`src/wmm_pkg.sv`:
```
// Package for the window min/max aggregator: field widths, codes, constants and
// the structs passed between the aggregator modules.
// No dependencies.
package wmm_pkg;

    // Field widths
    localparam int IVL_W   = 20;
    localparam int DELTA_W = 16;
    localparam int JERK_W  = 16;
    localparam int REG_W   = 2;
    localparam int LOOP_W  = 32;
    localparam int CNT_W   = 8;
    localparam int MS_W    = 8;
    localparam int LPK_W   = 16;

    // Packed stream widths (input padded to whole bytes)
    localparam int IN_TDATA_W  = 88;
    localparam int OUT_TDATA_W = 96;

    // Action codes carried in the input tuser
    localparam logic ACT_ADD   = 1'b0;
    localparam logic ACT_CLOSE = 1'b1;

    // Regime codes
    localparam logic [REG_W-1:0] REGIME_STATIC  = 2'd0;
    localparam logic [REG_W-1:0] REGIME_DYNAMIC = 2'd1;
    localparam logic [REG_W-1:0] REGIME_SHOCK   = 2'd2;

    // Interval rounding: ms = (us + 500) / 1000, saturated at 255.
    // The quotient by 1000 is taken as (x >> 3) * 33555 >> 22, which is exact
    // for every x below the saturation limit.
    localparam logic [IVL_W:0]  IVL_ROUND_BIAS = 21'd500;
    localparam logic [IVL_W:0]  IVL_SAT_LIMIT  = 21'd255000;
    localparam logic [15:0]     IVL_RECIP      = 16'd33555;
    localparam int              IVL_RECIP_SH   = 22;
    localparam logic [MS_W-1:0] MS_SAT         = 8'd255;

    localparam logic [CNT_W-1:0] CNT_SAT  = 8'd255;
    localparam logic [LPK_W-1:0] LOOP_SAT = 16'hFFFF;

    // One sample after conversion
    typedef struct packed {
        logic                      action;
        logic signed [DELTA_W-1:0] delta_in;
        logic [JERK_W-1:0]         jerk_mag;
        logic [REG_W-1:0]          regime;
        logic [MS_W-1:0]           interval_ms;
        logic [LPK_W-1:0]          loop_us;
    } t_sample;

    // Snapshot of the window
    typedef struct packed {
        logic signed [DELTA_W-1:0] delta_min;
        logic signed [DELTA_W-1:0] delta_max;
        logic [JERK_W-1:0]         jerk_peak;
        logic [CNT_W-1:0]          static_count;
        logic [CNT_W-1:0]          dynamic_count;
        logic [CNT_W-1:0]          shock_count;
        logic [MS_W-1:0]           interval_peak_ms;
        logic [LPK_W-1:0]          loop_peak_us;
    } t_snapshot;

endpackage

```
`src/window_min_max_aggregator_top.sv`:
```
// Top level of the window min/max aggregator: input register, sample
// conversion, window state and output register. Depends on wmm_pkg,
// wmm_prep and wmm_accum.
//
//  channel | direction | word contents
//  --------+-----------+--------------------------------------------------------
//  s_axis  | in        | tuser: action; tdata: interval, delta, jerk, regime, loop
//  m_axis  | out       | tdata: snapshot of the window, one word per close
//
// Each word is held in the input register and then updates the window state; a
// close word, as it leaves the input register, loads the output register with the
// window snapshot. A new word is accepted every cycle unless the input register is held. Only a close word meeting a
// full, stalled output register holds the input register, and so s_axis_tready.
// Reset is synchronous and clears the window and both valid flags.
module window_min_max_aggregator_top (
    input  logic                               i_clk,
    input  logic                               i_rst_n,
    input  logic                               s_axis_tvalid,
    output logic                               s_axis_tready,
    // tdata, from bit 0: interval_us[20], delta_in[16], jerk_value[16],
    // regime[2], loop_time_us[32], zero pad[2]
    input  logic [wmm_pkg::IN_TDATA_W-1:0]     s_axis_tdata,
    // tuser: action (0 add sample, 1 close window)
    input  logic                               s_axis_tuser,
    output logic                               m_axis_tvalid,
    input  logic                               m_axis_tready,
    // tdata, from bit 0: delta_min[16], delta_max[16], jerk_peak[16],
    // static_count[8], dynamic_count[8], shock_count[8], interval_peak_ms[8],
    // loop_peak_us[16]
    output logic [wmm_pkg::OUT_TDATA_W-1:0]    m_axis_tdata
);

    logic                               r_in_valid;
    logic                               r_in_action;
    logic [85:0]                        r_in_data;
    logic                               r_out_valid;
    logic [wmm_pkg::OUT_TDATA_W-1:0]    r_out_data;

    logic               in_accept;
    logic               stage_go;
    wmm_pkg::t_sample   sample;
    wmm_pkg::t_snapshot snap;

    // A close word may move on only if the output register is free or draining
    assign stage_go = r_in_valid && (r_in_action == wmm_pkg::ACT_ADD
                                     || !r_out_valid || m_axis_tready);
    assign s_axis_tready = !r_in_valid || stage_go;
    assign in_accept     = s_axis_tvalid && s_axis_tready;

    // Input register
    always_ff @(posedge i_clk) begin
        if (!i_rst_n) begin
            r_in_valid <= 1'b0;
        end else if (in_accept) begin
            r_in_valid <= 1'b1;
        end else if (stage_go) begin
            r_in_valid <= 1'b0;
        end
    end

    always_ff @(posedge i_clk) begin
        if (in_accept) begin
            r_in_action <= s_axis_tuser;
            r_in_data   <= s_axis_tdata[85:0];
        end
    end

    wmm_prep u_prep (
        .i_action       (r_in_action),
        .i_interval_us  (r_in_data[19:0]),
        .i_delta_in     (r_in_data[35:20]),
        .i_jerk_value   (r_in_data[51:36]),
        .i_regime       (r_in_data[53:52]),
        .i_loop_time_us (r_in_data[85:54]),
        .o_sample       (sample)
    );

    wmm_accum u_accum (
        .i_clk    (i_clk),
        .i_rst_n  (i_rst_n),
        .i_valid  (stage_go),
        .i_sample (sample),
        .o_snap   (snap)
    );

    // Output register, loaded by a close word
    always_ff @(posedge i_clk) begin
        if (!i_rst_n) begin
            r_out_valid <= 1'b0;
        end else if (stage_go && r_in_action == wmm_pkg::ACT_CLOSE) begin
            r_out_valid <= 1'b1;
        end else if (m_axis_tready) begin
            r_out_valid <= 1'b0;
        end
    end

    always_ff @(posedge i_clk) begin
        if (stage_go && r_in_action == wmm_pkg::ACT_CLOSE) begin
            r_out_data <= {snap.loop_peak_us, snap.interval_peak_ms, snap.shock_count,
                           snap.dynamic_count, snap.static_count, snap.jerk_peak,
                           snap.delta_max, snap.delta_min};
        end
    end

    assign m_axis_tvalid = r_out_valid;
    assign m_axis_tdata  = r_out_data;

endmodule

```
`src/wmm_prep.sv`:
```
// Sample conversion for the window aggregator: absolute jerk, interval rounded
// to milliseconds and saturated, loop time saturated. Depends on wmm_pkg.
module wmm_prep (
    input  logic                               i_action,
    input  logic [wmm_pkg::IVL_W-1:0]          i_interval_us,
    input  logic signed [wmm_pkg::DELTA_W-1:0] i_delta_in,
    input  logic signed [wmm_pkg::JERK_W-1:0]  i_jerk_value,
    input  logic [wmm_pkg::REG_W-1:0]          i_regime,
    input  logic [wmm_pkg::LOOP_W-1:0]         i_loop_time_us,
    output wmm_pkg::t_sample                   o_sample
);

    logic [wmm_pkg::IVL_W:0]   ivl_biased;
    logic [14:0]               ivl_eighth;
    logic [30:0]               ivl_prod;
    logic [wmm_pkg::MS_W-1:0]  ivl_ms;
    logic [wmm_pkg::JERK_W-1:0] jerk_mag;

    // Rounded milliseconds via reciprocal multiply, with saturation
    assign ivl_biased = {1'b0, i_interval_us} + wmm_pkg::IVL_ROUND_BIAS;
    assign ivl_eighth = ivl_biased[17:3];
    assign ivl_prod   = 31'(ivl_eighth * wmm_pkg::IVL_RECIP);
    assign ivl_ms     = (ivl_biased >= wmm_pkg::IVL_SAT_LIMIT) ? wmm_pkg::MS_SAT
                      : ivl_prod[wmm_pkg::IVL_RECIP_SH +: wmm_pkg::MS_W];

    // Absolute jerk; the most negative value maps to 32768, which fits unsigned
    assign jerk_mag = i_jerk_value[wmm_pkg::JERK_W-1] ? (~i_jerk_value + 16'd1)
                                                       : i_jerk_value;

    always_comb begin
        o_sample.action      = i_action;
        o_sample.delta_in    = i_delta_in;
        o_sample.jerk_mag    = jerk_mag;
        o_sample.regime      = i_regime;
        o_sample.interval_ms = ivl_ms;
        o_sample.loop_us     = (|i_loop_time_us[wmm_pkg::LOOP_W-1:wmm_pkg::LPK_W])
                             ? wmm_pkg::LOOP_SAT : i_loop_time_us[wmm_pkg::LPK_W-1:0];
    end

endmodule

```
`src/wmm_accum.sv`:
```
// Window state of the aggregator: running min/max, peaks and saturating
// regime counters, with the current snapshot as output. Depends on wmm_pkg.
module wmm_accum (
    input  logic               i_clk,
    input  logic               i_rst_n,
    input  logic               i_valid,
    input  wmm_pkg::t_sample   i_sample,
    output wmm_pkg::t_snapshot o_snap
);

    logic                               r_nonempty;
    logic signed [wmm_pkg::DELTA_W-1:0] r_min;
    logic signed [wmm_pkg::DELTA_W-1:0] r_max;
    logic [wmm_pkg::JERK_W-1:0]         r_jerk;
    logic [wmm_pkg::CNT_W-1:0]          r_cnt_static;
    logic [wmm_pkg::CNT_W-1:0]          r_cnt_dynamic;
    logic [wmm_pkg::CNT_W-1:0]          r_cnt_shock;
    logic [wmm_pkg::MS_W-1:0]           r_ivl;
    logic [wmm_pkg::LPK_W-1:0]          r_loop;

    // Update on each sample, clear when the window closes
    always_ff @(posedge i_clk) begin
        if (!i_rst_n || (i_valid && i_sample.action == wmm_pkg::ACT_CLOSE)) begin
            r_nonempty    <= 1'b0;
            r_min         <= '0;
            r_max         <= '0;
            r_jerk        <= '0;
            r_cnt_static  <= '0;
            r_cnt_dynamic <= '0;
            r_cnt_shock   <= '0;
            r_ivl         <= '0;
            r_loop        <= '0;
        end else if (i_valid) begin
            r_nonempty <= 1'b1;
            if (!r_nonempty || i_sample.delta_in < r_min) begin
                r_min <= i_sample.delta_in;
            end
            if (!r_nonempty || i_sample.delta_in > r_max) begin
                r_max <= i_sample.delta_in;
            end
            if (!r_nonempty || i_sample.jerk_mag > r_jerk) begin
                r_jerk <= i_sample.jerk_mag;
            end
            case (i_sample.regime)
                wmm_pkg::REGIME_STATIC: begin
                    if (r_cnt_static != wmm_pkg::CNT_SAT) r_cnt_static <= r_cnt_static + 8'd1;
                end
                wmm_pkg::REGIME_DYNAMIC: begin
                    if (r_cnt_dynamic != wmm_pkg::CNT_SAT) begin
                        r_cnt_dynamic <= r_cnt_dynamic + 8'd1;
                    end
                end
                wmm_pkg::REGIME_SHOCK: begin
                    if (r_cnt_shock != wmm_pkg::CNT_SAT) r_cnt_shock <= r_cnt_shock + 8'd1;
                end
                default: begin
                end
            endcase
            if (i_sample.interval_ms > r_ivl) r_ivl <= i_sample.interval_ms;
            if (i_sample.loop_us > r_loop) r_loop <= i_sample.loop_us;
        end
    end

    // Snapshot of the state as it stands; the extrema registers are zero when empty
    always_comb begin
        o_snap.delta_min        = r_min;
        o_snap.delta_max        = r_max;
        o_snap.jerk_peak        = r_jerk;
        o_snap.static_count     = r_cnt_static;
        o_snap.dynamic_count    = r_cnt_dynamic;
        o_snap.shock_count      = r_cnt_shock;
        o_snap.interval_peak_ms = r_ivl;
        o_snap.loop_peak_us     = r_loop;
    end

endmodule

```
`config.mk`:
```
export PLATFORM = sky130hd
export DESIGN_NAME = window_min_max_aggregator_top
export DESIGN_NICKNAME = d
export VERILOG_FILES = /design/src/wmm_pkg.sv /design/src/window_min_max_aggregator_top.sv /design/src/wmm_prep.sv /design/src/wmm_accum.sv
export SDC_FILE = /design/constraint.sdc
export NUM_CORES = 1
export LEC_CHECK = 0
export BUFFER_PORTS_ARGS = -buffer_cell sky130_fd_sc_hd__buf_2
export CAP_MARGIN = 30
export CORE_UTILIZATION = 28
export CTS_CLUSTER_DIAMETER = 120
export DETAILED_ROUTE_END_ITERATION = 8
export RECOVER_POWER = 100
export SYNTH_ARGS = -nofsm -noshare
export SYNTH_HDL_FRONTEND = slang
export SYNTH_SLANG_ARGS = --single-unit
```
`constraint.sdc`:
```
create_clock -name i_clk -period 10.82 [get_ports i_clk]
set_clock_uncertainty 0.15 [all_clocks]
set_input_delay 0.541 -clock i_clk [delete_from_list [all_inputs] [get_ports i_clk]]
set_output_delay 0.541 -clock i_clk [all_outputs]
set_load 0.005 [all_outputs]
```
Yosys cells after proc, flatten, opt, wreduce, memory -nomap -nowiden
Cells that the tools add are included.
{"block": "totals", "regBits": 282, "inputBits": 93, "wordCells": 66}
{"block": "classes", "n_addsub": 5, "mul": 1, "n_lt_le_gt_ge": 6, "eq_ne": 5, "mux": 7, "n_bitwise": 2, "reduce_logical": 26}
{"op": "greater-than comparator 16 bit", "count": 3}
{"op": "two-way mux 16 bit", "count": 2}
{"op": "multiplier 15 x 16 -> 30 bit, second input constant", "count": 1}
{"op": "adder 8 x 1 -> 8 bit, second input constant", "count": 3}
{"op": "inequality test 8 bit, second input constant", "count": 3}
{"op": "adder 20 x 9 -> 21 bit, second input constant", "count": 1}
{"op": "greater-or-equal comparator 21 x 18 -> 1 bit, second input constant", "count": 1}
{"op": "adder 16 x 1 -> 16 bit, second input constant", "count": 1}
{"op": "less-than comparator 16 bit", "count": 1}
{"op": "inverter 16 bit", "count": 1}
{"op": "OR reduction 16 bit", "count": 1}
{"op": "AND reduction 2 bit", "count": 5}
{"op": "AND reduction 3 bit", "count": 3}
{"op": "greater-than comparator 8 bit", "count": 1}
{"op": "two-way mux 8 bit", "count": 1}
{"op": "logical OR 1 bit", "count": 7}
{"op": "logical NOT 1 bit", "count": 4}
{"op": "two-way mux 1 bit", "count": 4}
{"op": "nonzero test 2 bit", "count": 2}
{"op": "logical AND 1 bit", "count": 3}
{"op": "== test 2 x 1 -> 1 bit, second input constant", "count": 1}
{"op": "== test 2 bit, second input constant", "count": 1}
{"op": "logical NOT 2 bit", "count": 1}
{"op": "inverter 1 bit", "count": 1}

Depth between registers and ports, before layout
Gate-level depths: netlist of run 1.
{"block": "logic_depth", "depth_word": 7, "mapped_depth": 35, "depth_no_buf": 34}

Hierarchy
Synthesis of run 1 repeated with hierarchy kept, for this count alone.
{"block": "unflattened", "hier_cells": 1306, "area_unflattened_um2": 15220.8}
{"mod": "wmm_accum", "n_inst": 1, "cells_per_inst": 655, "area_per_inst_um2": 5621.6}
{"mod": "window_min_max_aggregator_top", "n_inst": 1, "cells_per_inst": 195, "area_per_inst_um2": 5612.9}
{"mod": "wmm_prep", "n_inst": 1, "cells_per_inst": 456, "area_per_inst_um2": 3986.3}

Worst setup path before layout of run 1
Ideal clock, no wire load.
{"block": "synth_timing", "path_type": "register to register", "start": "reg r_in_data[4]", "end": "reg u_accum.r_ivl[3] in the netlist's numbering", "setup_ns": 0.128, "arrival_time_ns": 7.907, "required_ns": 10.542, "slack_ns": 2.635, "stages_incl_launch_ff": 32, "path_buffers": 1, "synth_period_minus_slack_ns": 8.185, "path_cell_list": "edfxtp_1 or4_4 or3_1 nor2b_1 xnor2_1 inv_2 nor2_1 or2_1 inv_2 fa_1 fa_1 fa_1 inv_1 fa_1 ha_1 ha_1 a21oi_1 o21a_1 o21ba_1 a31oi_1 a211oi_1 o21bai_1 maj3_1 xnor2_1 nand2_1 ha_1 nand3_1 o21ai_1 o311a_1 clkbuf_1 mux2i_1 nor2_1"}
{"item": "start, declared", "line": "window_min_max_aggregator_top.sv:35", "rtl": "logic [85:0] r_in_data;"}
{"item": "start signal, assigned", "line": "window_min_max_aggregator_top.sv:64", "rtl": "r_in_data <= s_axis_tdata[85:0];"}
{"item": "end signal, assigned", "line": "wmm_accum.sv:59", "rtl": "if (i_sample.interval_ms > r_ivl) r_ivl <= i_sample.interval_ms;"}
{"item": "end, declared", "line": "wmm_accum.sv:18", "rtl": "logic [wmm_pkg::MS_W-1:0] r_ivl;"}

==> results of run 1 <==
logic make-up after synthesis:
logic type | count (synthesis)
adder cells (fa/ha/maj) | 227
AND/OR/NAND/NOR | 269
AO/OA/AOI/OAI | 179
buffers and inverters | 186
flip-flops | 282
XOR/XNOR | 52
multiplexers | 41
area by class of cell:
type                       count  area [µm²]  share of cell area (%)
clock buffer                  48         986                    5.54
clock inverter                15         163                   0.913
inverter                     158         594                    3.34
multi-input combinational    768        6600                    37.1
sequential                   282        7480                    42.0
tap                          680         851                    4.78
timing repair buffer         219        1130                    6.37
per-stage QoR:
step | setup slack, ps | instances | utilization, %
3_3_place_gp | 1900 | 2083 | 32.0
2_1_floorplan | 2640 | 1236 | -
6_report | 1440 | 2170 | 34.4
4_1_cts | 1790 | 2170 | 34.7
3_5_place_dp | 1830 | 2087 | 32.1
5_1_grt | 836 | 2170 | 34.4
per-layer routing:
metal | up-vias | part of all wire, % | track usage, %
met5 | - | 0 | 0
met4 | 0 | 2.7 | 4.71
met3 | 59 | 5.1 | 2.65
met2 | 200 | 47 | 20.8
met1 | 4668 | 46 | 15.7
li1 | 4880 | - | -
synthesized netlist by cell type (8+ instances only):
cell                       count  area, µm²
sky130_fd_sc_hd__ha_1        193       2410
sky130_fd_sc_hd__edfxtp_1    183       5500
sky130_fd_sc_hd__inv_1       152        571
sky130_fd_sc_hd__dfxtp_1      99       1980
sky130_fd_sc_hd__nor2_1       80        300
sky130_fd_sc_hd__nand2_1      43        161
sky130_fd_sc_hd__mux2i_1      40        400
sky130_fd_sc_hd__nand3_1      36        180
sky130_fd_sc_hd__a211oi_1     35        263
sky130_fd_sc_hd__fa_1         33        661
sky130_fd_sc_hd__xnor2_1      32        280
sky130_fd_sc_hd__clkbuf_1     25       93.8
sky130_fd_sc_hd__a21oi_1      23        115
sky130_fd_sc_hd__nand4_1      21        131
sky130_fd_sc_hd__o31ai_1      21        158
sky130_fd_sc_hd__a21o_1       20        150
sky130_fd_sc_hd__xor2_1       20        175
sky130_fd_sc_hd__o21a_1       16        120
sky130_fd_sc_hd__o21ai_0      16       80.1
sky130_fd_sc_hd__nor3_1       15       75.1
sky130_fd_sc_hd__o21ai_1      12       60.1
sky130_fd_sc_hd__or2_1        11       68.8
sky130_fd_sc_hd__nor2b_1       9       56.3
sky130_fd_sc_hd__nor4_1        9       56.3
sky130_fd_sc_hd__a31oi_1       8       50.1
where the power goes:
| group | internal [mW] | leakage (nW) | switching (mW) |
|---|---|---|---|
| Clock | 0.693 | 0.555 | 0.465 |
| Combinational | 0.352 | 4.16 | 0.462 |
| Sequential | 1.20 | 2.56 | 0.0296 |
| Total | 2.25 | 7.28 | 0.956 |
worst max path at each step:
| stage | endpoint | startpoint | slack (ps) |
|---|---|---|---|
| 2_1_floorplan | u_accum.r_ivl[3] | r_in_data[4] | 2640 |
| 3_3_place_gp | u_accum.r_ivl[1] | r_in_data[4] | 1900 |
| 3_5_place_dp | u_accum.r_ivl[3] | r_in_data[4] | 1830 |
| 4_1_cts | u_accum.r_ivl[5] | r_in_data[4] | 1790 |
| 5_1_grt | u_accum.r_ivl[1] | r_in_data[4] | 840 |
| 6_report | u_accum.r_ivl[5] | r_in_data[4] | 1440 |
worst register-to-register path, delay by kind of cell, from the launching register on:
kind	cells	cell delay [ps]
flip-flops	1	450
AO/OA/AOI/OAI	8	1790
buffers and inverters	3	430
adder cells (fa/ha/maj)	8	3340
multiplexers	1	240
XOR/XNOR	2	700
AND/OR/NAND/NOR	8	2050
repair_timing:
item | in CTS | in global routing
hold endpoints to repair | 20 | 0
hold buffers | 20 | 0
endpoints found under the setup margin | 0 | 0
state kept, by name (all words and copies together), names as in the netlist:
register               cells
m_axis_tdata              96
m_axis_tvalid              1
r_in_action                1
r_in_data                 86
r_in_valid                 1
u_accum.r_cnt_dynamic      8
u_accum.r_cnt_shock        8
u_accum.r_cnt_static       8
u_accum.r_ivl              8
u_accum.r_jerk            16
u_accum.r_loop            16
u_accum.r_max             16
u_accum.r_min             16
u_accum.r_nonempty         1
==> results.txt, run 1 <==
----------------------------------------------------
[GRT]
  Remaining Overflow, GRT ... 0
  All-Layer GR Usage ... 12.5%
  Maximum number of pins on one net before global-route repair ... 71
  First-pass GRT wire length ... about 52000 µm
  Number of antenna violations at the first check in global routing ... 2
  Number of global-route vias before repair ... approximately 10k

[Route]
  Final ANT Viol Nets ... 0
  Post-route DRC ... 0
  Vias after detailed routing ... between 9k and 10k
  Post-detailed-route wirelength per cell ... approximately 15 µm
  Vias/cell ... between 4 and 5
  Sum of routed wire length over all layers ... 33600 µm
  Number of detailed-route iterations in the first pass ... 4
  Iter 0 DRT Violations ... ~470

[Place]
  Standard cell area after detailed placement ... about 17000 µm²
  Weighted congestion at the end of routability-driven global placement ... ~0.83
  Total half-perimeter wirelength after legalization and detailed placement ... between 20000 and 30000 µm
  Number of buffer cells added on primary ports ... about 190

[Worst setup path]
  Worst path top cell family by delay ... adder cells
  Startpoint of the worst-slack reg-to-reg timing path ... r_in_data[4]
  Category of the worst setup path capture point ... flop
  Reg-to-reg endpoint ... u_accum.r_ivl[5]
  Internal reg-to-reg setup slack ... between 1000 and 1500 ps
  Reg2Reg Depth ... 30
  Setup CP Type ... reg2reg
  Crit path launch type ... flop
  Biggest fanout along the worst timing path ... 12
  Buffer and inverter count on the worst path ... 3
  Largest incremental delay on the critical path ... slightly below 700 ps
  Most frequent CP cell ... sky130_fd_sc_hd__fa_1
  Slowest cell on the critical path ... sky130_fd_sc_hd__or4_1
  Endpoint required time on the critical path ... between 10000 and 15000 ps
  Total stage count of the critical path ... 30
  Worst Path Arrival ... between 9000 and 10000 ps

[Cells and area]
  Most common cell after layout, fill and taps aside ... sky130_fd_sc_hd__ha_1
  Synth-to-Final Area Change ... 20.7%
  Final #Nets ... roughly 1.8k
  Post-Layout Inst Area ... between 15000 and 20000 µm²
  Layout cells sized above 1 ... approximately 14%
  Antenna diodes ... 0
  Count of filler cells inserted in the layout ... between 5k and 6k
  Commonest cells after routing, fill and taps aside ... sky130_fd_sc_hd__ha_1 (193), sky130_fd_sc_hd__edfxtp_1 (183), sky130_fd_sc_hd__inv_1 (152), sky130_fd_sc_hd__buf_2 (115), sky130_fd_sc_hd__dfxtp_1 (99)

[CTS]
  Buffers inserted during post-CTS setup optimization ... 0
  CTS tree ... built
  H-tree lvl count ... 2
  Bufs on Longest Clock Path ... 3
  Clock latency on the worst-skew pair ... about 540 ps
  Cells resized by post-CTS repair ... 0
  Total number of clock tree sinks ... around 280
  Clock root cell ... sky130_fd_sc_hd__clkbuf_16
  Number of buffers created by CTS ... 35
  Post-CTS clock slew at the launch and capture registers of the worst setup and hold paths ... approximately 50 ps

[Floorplanning]
  Placeable core region ... between 50000 and 60000 µm²
  Number of I/O pins ... between 150 and 200
  Die span in y ... 232 µm
  Die boundary width ... between 200 and 250 µm
  Standard-cell rows ... between 80 and 90
  Full die area ... between 50000 and 60000 µm²
  Initial core utilization ... between 20 and 30%

[Power and ir drop]
  Power Total ... 3.20 mW
  PwrDens ... about 180 nW/µm²
  Leakage power figure ... 7.28 nW
  Largest voltage drop on the vdd net ... approximately 0.10 mV

[Timing]
  Relative slew slack ... -159%
  Tightest Pin Transition ... 3890 ps
  Max Clk Rate ... ~0.11 GHz
  Time the final worst path needs with I/O delays and setup ... around 9400 ps
  RSZ-0062 raised after global routing ... no
  Final period utilization ... around 87%
  Final-report setup violation count ... 0
  Final hold vios ... 0
  Setup TNS after final layout ... 0 ps
  Final Hold Slack ... around 37 ps
  Number of slew-limit violations in the final report ... about 260

[Logic synthesis]
  XOR/XNOR share of the synthesized area ... between 3 and 4%
  Flip-flop and latch count after synthesis ... ~280
  Proportion of register bits with asynchronous set or reset after synthesis ... 0%
  Proportion of synthesized chip area in sequential cells ... between 50% and 60%
  Adder-Cell Fraction of Synth Area ... around a fifth
  Number of flops mapped to enable cells by yosys ... roughly 180
  Netlist area before placement ... 14800 µm²
  Number of nets in the synthesized netlist ... 1555
  YS warnings ... 0
  Yosys cell types ... 68
  Syn avg cell area ... 11.9 µm²
  Largest family of logic cells by synthesized area ... adder cells
  Main flop type after synthesis ... sky130_fd_sc_hd__edfxtp_1
  Proportion of synthesized area in mux cells ... roughly 2.8%
  Gate count of the mapped netlist ... about 1.2k
  Compound-gate portion of the synthesized area ... 8.70%
  Simple-Gate Fraction of Synth Area ... 9.08%

[Hold path]
  Hold path cells ... 1
  Worst min-delay path endpoint ... r_in_data[10]
  Class of the most critical hold timing path ... in2reg
  Hold wc startpoint ... s_axis_tdata[10]

[Status]
  Run status ... finished with violations
  Violations in the final reports ... capacitance limit, slew limit

[Flow run]
  Max-cap check violation count ... 5

----------------------------------------------------
No activity file was read; power rests on OpenSTA's default activity.
==> inputs of run 2 (changes only) <==
--- a/config.mk
+++ b/config.mk
@@ -13,4 +13,5 @@
 export RECOVER_POWER = 100
 export SYNTH_ARGS = -nofsm -noshare
 export SYNTH_HDL_FRONTEND = slang
+export SYNTH_HIERARCHICAL = 1
 export SYNTH_SLANG_ARGS = --single-unit
==> results.txt, run 2 <==
----------------------------------------------------
[Logic synthesis]
  Proportion of register bits with asynchronous set or reset after synthesis ... 0% (unchanged)
  Main flop type after synthesis ... sky130_fd_sc_hd__edfxtp_1 (unchanged)
  Syn avg cell area ... 11.7 µm² (was 11.9 µm²)
  Netlist area before placement ... 15200 µm² (was 14800 µm²)
  Most frequent cell after synthesis ... sky130_fd_sc_hd__ha_1 (unchanged)
  YS warnings ... 6 (was 0)
  Area share of the largest cell type after synthesis ... 36.1% (was 37.2%)
  Cell types occupying the most area after synthesis ... sky130_fd_sc_hd__edfxtp_1 (36%), sky130_fd_sc_hd__ha_1 (16%), sky130_fd_sc_hd__dfxtp_1 (13%) (was sky130_fd_sc_hd__edfxtp_1 (37%), sky130_fd_sc_hd__ha_1 (16%), sky130_fd_sc_hd__dfxtp_1 (13%))
  Number of flops mapped to enable cells by yosys ... 183 (unchanged)
  Flip-flop and latch count after synthesis ... 282 (unchanged)
  Proportion of synthesized chip area in sequential cells ... 49.1% (was 50.7%)
  Number of nets in the synthesized netlist ... 1625 (was 1555)
  Top post-synthesis cells by count ... sky130_fd_sc_hd__ha_1 (193), sky130_fd_sc_hd__edfxtp_1 (183), sky130_fd_sc_hd__inv_1 (164) (was sky130_fd_sc_hd__ha_1 (193), sky130_fd_sc_hd__edfxtp_1 (183), sky130_fd_sc_hd__inv_1 (152))
  Yosys cell types ... 79 (was 68)
  Gate count of the mapped netlist ... 1306 (was 1236)
  Top cell type by total area after synthesis ... sky130_fd_sc_hd__edfxtp_1 (unchanged)

[Floorplanning]
  Die span in y ... 235 µm (was 232 µm)
  Die boundary width ... 235 µm (was 232 µm)
  Standard-cell rows ... 85 (was 83)
  Initial core utilization ... 28.3% (was 28.5%)
  Number of I/O pins ... 191 (unchanged)
  Full die area ... 55300 µm² (was 53600 µm²)
  Placeable core region ... 53800 µm² (was 51700 µm²)

[GRT]
  First-pass GRT wire length ... 55100 µm (was 52400 µm)
  Remaining Overflow, GRT ... 0 (unchanged)
  Maximum number of pins on one net before global-route repair ... 65 (was 71)
  All-Layer GR Usage ... 12.5% (about the same)
  Number of global-route vias before repair ... 10.3k (was 9997)
  Number of antenna violations at the first check in global routing ... 0 (was 2)

[Place]
  Weighted congestion at the end of routability-driven global placement ... 0.823 (was 0.829)
  Number of buffer cells added on primary ports ... 188 (unchanged)
  Place WS ... 2940 ps (was 1830 ps)
  Total half-perimeter wirelength after legalization and detailed placement ... 25800 µm (was 25200 µm)

[CTS]
  Bufs on Longest Clock Path ... 3 (unchanged)
  Clock root cell ... sky130_fd_sc_hd__clkbuf_16 (unchanged)
  Cells resized by post-CTS repair ... 0 (unchanged)
  Number of buffers created by CTS ... 30 (was 35)
  CTS tree ... built (unchanged)
  Clock latency on the worst-skew pair ... 580 ps (was 540 ps)
  Post-CTS clock slew at the launch and capture registers of the worst setup and hold paths ... 60 ps (was 50 ps)
  Total number of clock tree sinks ... 282 (unchanged)
  H-tree lvl count ... 1 (was 2)

[Hold path]
  Hold path cells ... 3 (was 1)
  Class of the most critical hold timing path ... in2reg (unchanged)

[Cells and area]
  Share of the core filled with cells ... 34.5% (was 34.4%)
  Count of filler cells inserted in the layout ... 5380 (was 5173)
  Antenna diodes ... 0 (unchanged)
  Synth-to-Final Area Change ... 22.1% (was 20.7%)
  Most common cell after layout, fill and taps aside ... sky130_fd_sc_hd__ha_1 (unchanged)
  Final #Nets ... 1895 (was 1783)
  Commonest cells after routing, fill and taps aside ... sky130_fd_sc_hd__ha_1 (193), sky130_fd_sc_hd__edfxtp_1 (183), sky130_fd_sc_hd__inv_1 (164), sky130_fd_sc_hd__buf_2 (107), sky130_fd_sc_hd__nand2_1 (105) (was sky130_fd_sc_hd__ha_1 (193), sky130_fd_sc_hd__edfxtp_1 (183), sky130_fd_sc_hd__inv_1 (152), sky130_fd_sc_hd__buf_2 (115), sky130_fd_sc_hd__dfxtp_1 (99))
  Layout cells sized above 1 ... 12.5% (was 13.6%)
  Flip-flop count of the largest register after layout ... 96 (unchanged)

[Worst setup path]
  Reg2Reg Depth ... 27 (was 30)
  Crit path launch type ... flop (unchanged)
  Worst Path Arrival ... 8650 ps (was 9530 ps)
  Category of the worst setup path capture point ... flop (unchanged)
  Setup CP Type ... reg2reg (unchanged)
  Endpoint required time on the critical path ... 11160 ps (was 10970 ps)
  Biggest fanout along the worst timing path ... 8 (was 12)

[Timing]
  Setup TNS after final layout ... 0 ps (unchanged)
  Final Hold Slack ... 68.4 ps (was 36.6 ps)
  RSZ-0062 raised after global routing ... no (unchanged)
  Max Clk Rate ... 0.120 GHz (was 0.107 GHz)
  Time the final worst path needs with I/O delays and setup ... 8310 ps (was 9380 ps)
  Final-report setup violation count ... 0 (unchanged)
  Final critical-path setup slack ... 2510 ps (was 1440 ps)
  Final period utilization ... 76.8% (was 86.7%)
  Number of slew-limit violations in the final report ... 312 (was 258)
  Relative slew slack ... -127% (was -159%)
  Final hold vios ... 0 (unchanged)
  Tightest Pin Transition ... 3400 ps (was 3890 ps)

[Power and ir drop]
  PwrDens ... 169 nW/µm² (was 180 nW/µm²)
  Leakage power figure ... 7.52 nW (was 7.28 nW)
  Largest voltage drop on the vdd net ... 0.192 mV (was 0.101 mV)

[Route]
  Post-route DRC ... 2 (was 0)
  Vias/cell ... 4.48 (was 4.52)
  Final ANT Viol Nets ... 0 (unchanged)
  Iter 0 DRT Violations ... 482 (was 473)
  Sum of routed wire length over all layers ... 34900 µm (was 33600 µm)
  Number of detailed-route iterations in the first pass ... 7 (was 4)
  Vias after detailed routing ... 10.3k (was 9807)
  Post-detailed-route wirelength per cell ... 15.2 µm (was 15.5 µm)

[Status]
  Run status ... finished with violations (unchanged)
  Violations in the final reports ... DRC, capacitance limit, slew limit (was capacitance limit, slew limit)

[Flow run]
  Max-cap check violation count ... 7 (was 5)

----------------------------------------------------
-- run 2: cell types whose count changed in the layout (fill, tap and decap cells not counted), sizes merged, moves of 14 or more --
cell and delta:
dlygate4sd3 +66, nand2 +65, a21oi +37, a211oi -30, nor2 -25, mux2i +19
o31ai -18, o21ai +16, a21o -14
-- run 2: metal layers --
| metal | vias to the layer above | GRT usage (%) | part of all wire (%) |
|---|---|---|---|
| met3 | 56 | 1.97 | 4.0 |
| met1 | 4868 | 16.1 | 46 |
| li1 | 5137 | - | - |
| met4 | 0 | 3.91 | 3.1 |
| met5 | - | 0 | 0 |
| met2 | 221 | 21.4 | 47 |
-- run 2: worst paths after layout --
| check | from | endpoint | slack, ps |
|---|---|---|---|
| worst max-delay path | r_in_data[6] | u_accum/r_ivl[7] | 2510 |
| worst max register to register | r_in_data[6] | u_accum/r_ivl[7] | 2510 |
| worst min-delay path | s_axis_tvalid | r_in_valid | 70 |
| worst min register to register | u_accum/r_ivl[5] | m_axis_tdata[77] | 300 |
-- run 2: worst max-delay path, stage by stage, from the launching register on --
cell                        delay (ps)
sky130_fd_sc_hd__edfxtp_1          440
sky130_fd_sc_hd__nor4_1            620
sky130_fd_sc_hd__nand2_1           350
sky130_fd_sc_hd__and2_0            240
sky130_fd_sc_hd__xor2_1            460
sky130_fd_sc_hd__ha_1              310
sky130_fd_sc_hd__ha_1              250
sky130_fd_sc_hd__ha_1              270
sky130_fd_sc_hd__inv_1              50
sky130_fd_sc_hd__fa_1              540
sky130_fd_sc_hd__inv_1              60
sky130_fd_sc_hd__fa_1              530
sky130_fd_sc_hd__inv_1              50
sky130_fd_sc_hd__fa_1              530
sky130_fd_sc_hd__inv_1              40
sky130_fd_sc_hd__ha_1              320
sky130_fd_sc_hd__a21oi_1           160
sky130_fd_sc_hd__o21a_1            140
sky130_fd_sc_hd__a2bb2oi_1         430
sky130_fd_sc_hd__a211oi_1          230
sky130_fd_sc_hd__o21ai_0           300
sky130_fd_sc_hd__nor3b_1           230
sky130_fd_sc_hd__o21ai_0           170
sky130_fd_sc_hd__ha_1              360
sky130_fd_sc_hd__o21ai_0            80
sky130_fd_sc_hd__a21oi_1           160
sky130_fd_sc_hd__o221a_1           520
sky130_fd_sc_hd__mux2i_1           230
-- run 2: final cells by class --
cell class / instances / area [µm²] / share of cell area, %
tap: 696 / 871 / 4.69
clock inverter: 20 / 273 / 1.47
multi-input combinational: 814 / 6830 / 36.8
sequential: 282 / 7480 / 40.2
clock buffer: 36 / 773 / 4.16
inverter: 166 / 623 / 3.35
timing repair buffer: 282 / 1740 / 9.35
-- run 2: repair_timing --
action	in CTS	in global routing
hold buffers	86	0
setup buffers	0	0
hold endpoints to repair	86	0
-- run 2: metrics by stage --
step	instances	area [µm²]	total power, mW
5_1_grt	2296	18600	3.36
6_report	2296	18600	3.14
2_1_floorplan	1306	15200	1.84
3_3_place_gp	2153	16800	2.04
3_5_place_dp	2154	16900	2.05
4_1_cts	2296	18800	3.19
-- run 2: kinds of logic (layout without fill, tap and decap cells) --
kind of cell    after synthesis  in the layout  synth area share [%]
simple gates                315            315                  10.6
mux                          60             60                  3.95
buf+inv                     210            504                  5.86
flops                       282            282                  49.1
xor+xnor                     47             47                  2.88
compound gates              165            165                  7.29
fa+ha+maj                   227            227                  20.3
-- run 2: where the power goes --
part,total (mW),switching [mW],internal [mW]
sequential,1.23,0.0316,1.20
combinational,0.822,0.460,0.362
clock,1.09,0.432,0.655
total,3.14,0.924,2.22
==> inputs of run 3 (changes only) <==
==> constraint.sdc (replaced) <==
create_clock -name i_clk -period 8.65 [get_ports i_clk]
set_clock_uncertainty 0.15 [all_clocks]
set_input_delay 0.4325 -clock i_clk [delete_from_list [all_inputs] [get_ports i_clk]]
set_output_delay 0.4325 -clock i_clk [all_outputs]
set_load 0.005 [all_outputs]
==> results.txt, run 3 (synthesized netlist as in run 2, its figures left out) <==
----------------------------------------------------
[Status]
  Run status ... finished with violations (unchanged)
  Violations in the final reports ... DRC, capacitance limit, slew limit (unchanged)

[CTS]
  Clock root cell ... sky130_fd_sc_hd__clkbuf_16 (unchanged)
  Total number of clock tree sinks ... 282 (unchanged)
  Number of buffers created by CTS ... 30 (unchanged)
  CTS tree ... built (unchanged)
  Post-CTS clock slew at the launch and capture registers of the worst setup and hold paths ... 60 ps (about the same)
  Clock latency on the worst-skew pair ... 570 ps (was 580 ps)
  H-tree lvl count ... 1 (unchanged)
  Bufs on Longest Clock Path ... 3 (unchanged)
  Buffers inserted during post-CTS setup optimization ... 0 (unchanged)

[Floorplanning]
  Standard-cell rows ... 85 (unchanged)
  Full die area ... 55300 µm² (unchanged)
  Initial core utilization ... 28.3% (unchanged)
  Die boundary width ... 235 µm (unchanged)
  Die span in y ... 235 µm (unchanged)
  Placeable core region ... 53800 µm² (unchanged)
  Number of I/O pins ... 191 (unchanged)

[Worst setup path]
  Slowest cell on the critical path ... sky130_fd_sc_hd__fa_1 (was sky130_fd_sc_hd__nor4_1)
  Buffer and inverter count on the worst path ... 4 (unchanged)
  Worst Path Arrival ... 8220 ps (was 8650 ps)
  Setup CP Type ... reg2reg (unchanged)
  Worst path top cell family by delay ... adder cells (unchanged)
  Biggest fanout along the worst timing path ... 8 (unchanged)
  Category of the worst setup path capture point ... flop (unchanged)
  Endpoint required time on the critical path ... 9000 ps (was 11160 ps)
  Most frequent CP cell ... sky130_fd_sc_hd__ha_1 (unchanged)
  Largest incremental delay on the critical path ... 530 ps (was 620 ps)
  Crit path launch type ... flop (unchanged)

[Timing]
  Tightest Pin Transition ... 3350 ps (was 3400 ps)
  Max Clk Rate ... 0.127 GHz (was 0.120 GHz)
  Time the final worst path needs with I/O delays and setup ... 7870 ps (was 8310 ps)
  Final hold vios ... 0 (unchanged)
  Final period utilization ... 91.0% (was 76.8%)
  Number of slew-limit violations in the final report ... 328 (was 312)
  RSZ-0062 raised after global routing ... no (unchanged)
  Setup TNS after final layout ... 0 ps (unchanged)
  Relative slew slack ... -123% (was -127%)
  Final-report setup violation count ... 0 (unchanged)

[Route]
  Number of detailed-route iterations in the first pass ... 9 (was 7)
  Vias/cell ... 4.46 (was 4.48)
  Sum of routed wire length over all layers ... 35400 µm (was 34900 µm)
  Post-route DRC ... 2 (unchanged)
  Final ANT Viol Nets ... 0 (unchanged)
  Vias after detailed routing ... 10.3k (about the same)
  Iter 0 DRT Violations ... 430 (was 482)
  Post-detailed-route wirelength per cell ... 15.3 µm (was 15.2 µm)

[Cells and area]
  Commonest cells after routing, fill and taps aside ... sky130_fd_sc_hd__ha_1 (193), sky130_fd_sc_hd__edfxtp_1 (183), sky130_fd_sc_hd__inv_1 (164), sky130_fd_sc_hd__buf_2 (114), sky130_fd_sc_hd__nand2_1 (105) (was sky130_fd_sc_hd__ha_1 (193), sky130_fd_sc_hd__edfxtp_1 (183), sky130_fd_sc_hd__inv_1 (164), sky130_fd_sc_hd__buf_2 (107), sky130_fd_sc_hd__nand2_1 (105))
  Most common cell after layout, fill and taps aside ... sky130_fd_sc_hd__ha_1 (unchanged)
  Layout cells sized above 1 ... 13.4% (was 12.5%)
  Antenna diodes ... 0 (unchanged)
  Final #Nets ... 1903 (was 1895)
  Flip-flop count of the largest register after layout ... 96 (unchanged)
  Count of filler cells inserted in the layout ... 5340 (was 5380)
  Synth-to-Final Area Change ... 22.7% (was 22.1%)

[Flow run]
  Max-cap check violation count ... 7 (unchanged)

[GRT]
  Remaining Overflow, GRT ... 0 (unchanged)
  First-pass GRT wire length ... 55800 µm (was 55100 µm)
  Maximum number of pins on one net before global-route repair ... 65 (unchanged)
  Number of antenna violations at the first check in global routing ... 0 (unchanged)
  All-Layer GR Usage ... 12.6% (was 12.5%)
  Number of global-route vias before repair ... 10.3k (about the same)

[Place]
  Total half-perimeter wirelength after legalization and detailed placement ... 26000 µm (was 25800 µm)
  Weighted congestion at the end of routability-driven global placement ... 0.830 (was 0.823)
  Number of buffer cells added on primary ports ... 188 (unchanged)

[Power and ir drop]
  Leakage power figure ... 7.58 nW (was 7.52 nW)
  Largest voltage drop on the vdd net ... 0.160 mV (was 0.192 mV)
  PwrDens ... 210 nW/µm² (was 169 nW/µm²)
  Power Total ... 3.93 mW (was 3.14 mW)

[Hold path]
  Class of the most critical hold timing path ... reg2reg (was in2reg)

----------------------------------------------------
==> run 3: path summary, 6_finish.rpt <==
path | from | to | slack (ps) | depth (start not counted)
worst max-delay path | r_in_data[6] | u_accum/r_ivl[5] | 780 | 29
worst min-delay path | u_accum/r_jerk[4] | m_axis_tdata[36] | 300 | 0
worst max register to register | r_in_data[6] | u_accum/r_ivl[5] | 780 | 29
worst min register to register | u_accum/r_jerk[4] | m_axis_tdata[36] | 300 | 0
==> run 3: routing by layer <==
layer	up-vias	global-route usage (%)	wire [µm]
li1	5148	-	-
met1	4887	16.2	16000
met2	189	21.8	16900
met3	44	2.17	1470
met4	0	3.75	931
met5	-	0	0
==> run 3: layout make-up <==
class | count | area (µm²) | area share, %
Sequential cell | 282 | 7480 | 40.0
Multi-Input combinational cell | 814 | 6850 | 36.6
Timing Repair Buffer | 290 | 1820 | 9.74
Tap cell | 696 | 871 | 4.66
Clock buffer | 41 | 822 | 4.40
Inverter | 166 | 623 | 3.34
Clock inverter | 15 | 223 | 1.19
==> run 3: metrics by stage <==
stage                     util, %  area, µm²  cells  hold WS, ps  worst slack (ps)
after floorplan                 -      15200   1306          274              1610
after global placement       31.3      16900   2156          291               876
after detailed placement     31.3      16900   2156          289               793
after CTS                    35.0      18800   2303          297               798
after global routing         34.7      18700   2304          316               135
final                        34.7      18700   2304          299               778
==> run 3: timing repair <==
action / in CTS / in global routing
hold buffers: 91 / 0
hold endpoints to repair: 89 / 0
gates resized for setup: 0 / 0
endpoints found under the setup margin: 0 / 0
==> run 3: where the power goes <==
group | total [mW] | switching (mW) | internal (mW)
clock | 1.35 | 0.537 | 0.816
sequential | 1.54 | 0.0400 | 1.50
combinational | 1.03 | 0.577 | 0.457
total | 3.93 | 1.15 | 2.77
==> run 3: worst register-to-register path, delay by kind of cell (launching register included) <==
family | cells | cell delay (ps)
AO/OA/AOI/OAI | 10 | 2200
flip-flops | 1 | 450
AND/OR/NAND/NOR | 5 | 1210
XOR/XNOR | 1 | 450
adder cells (fa/ha/maj) | 8 | 2920
buffers and inverters | 4 | 210
multiplexers | 1 | 230
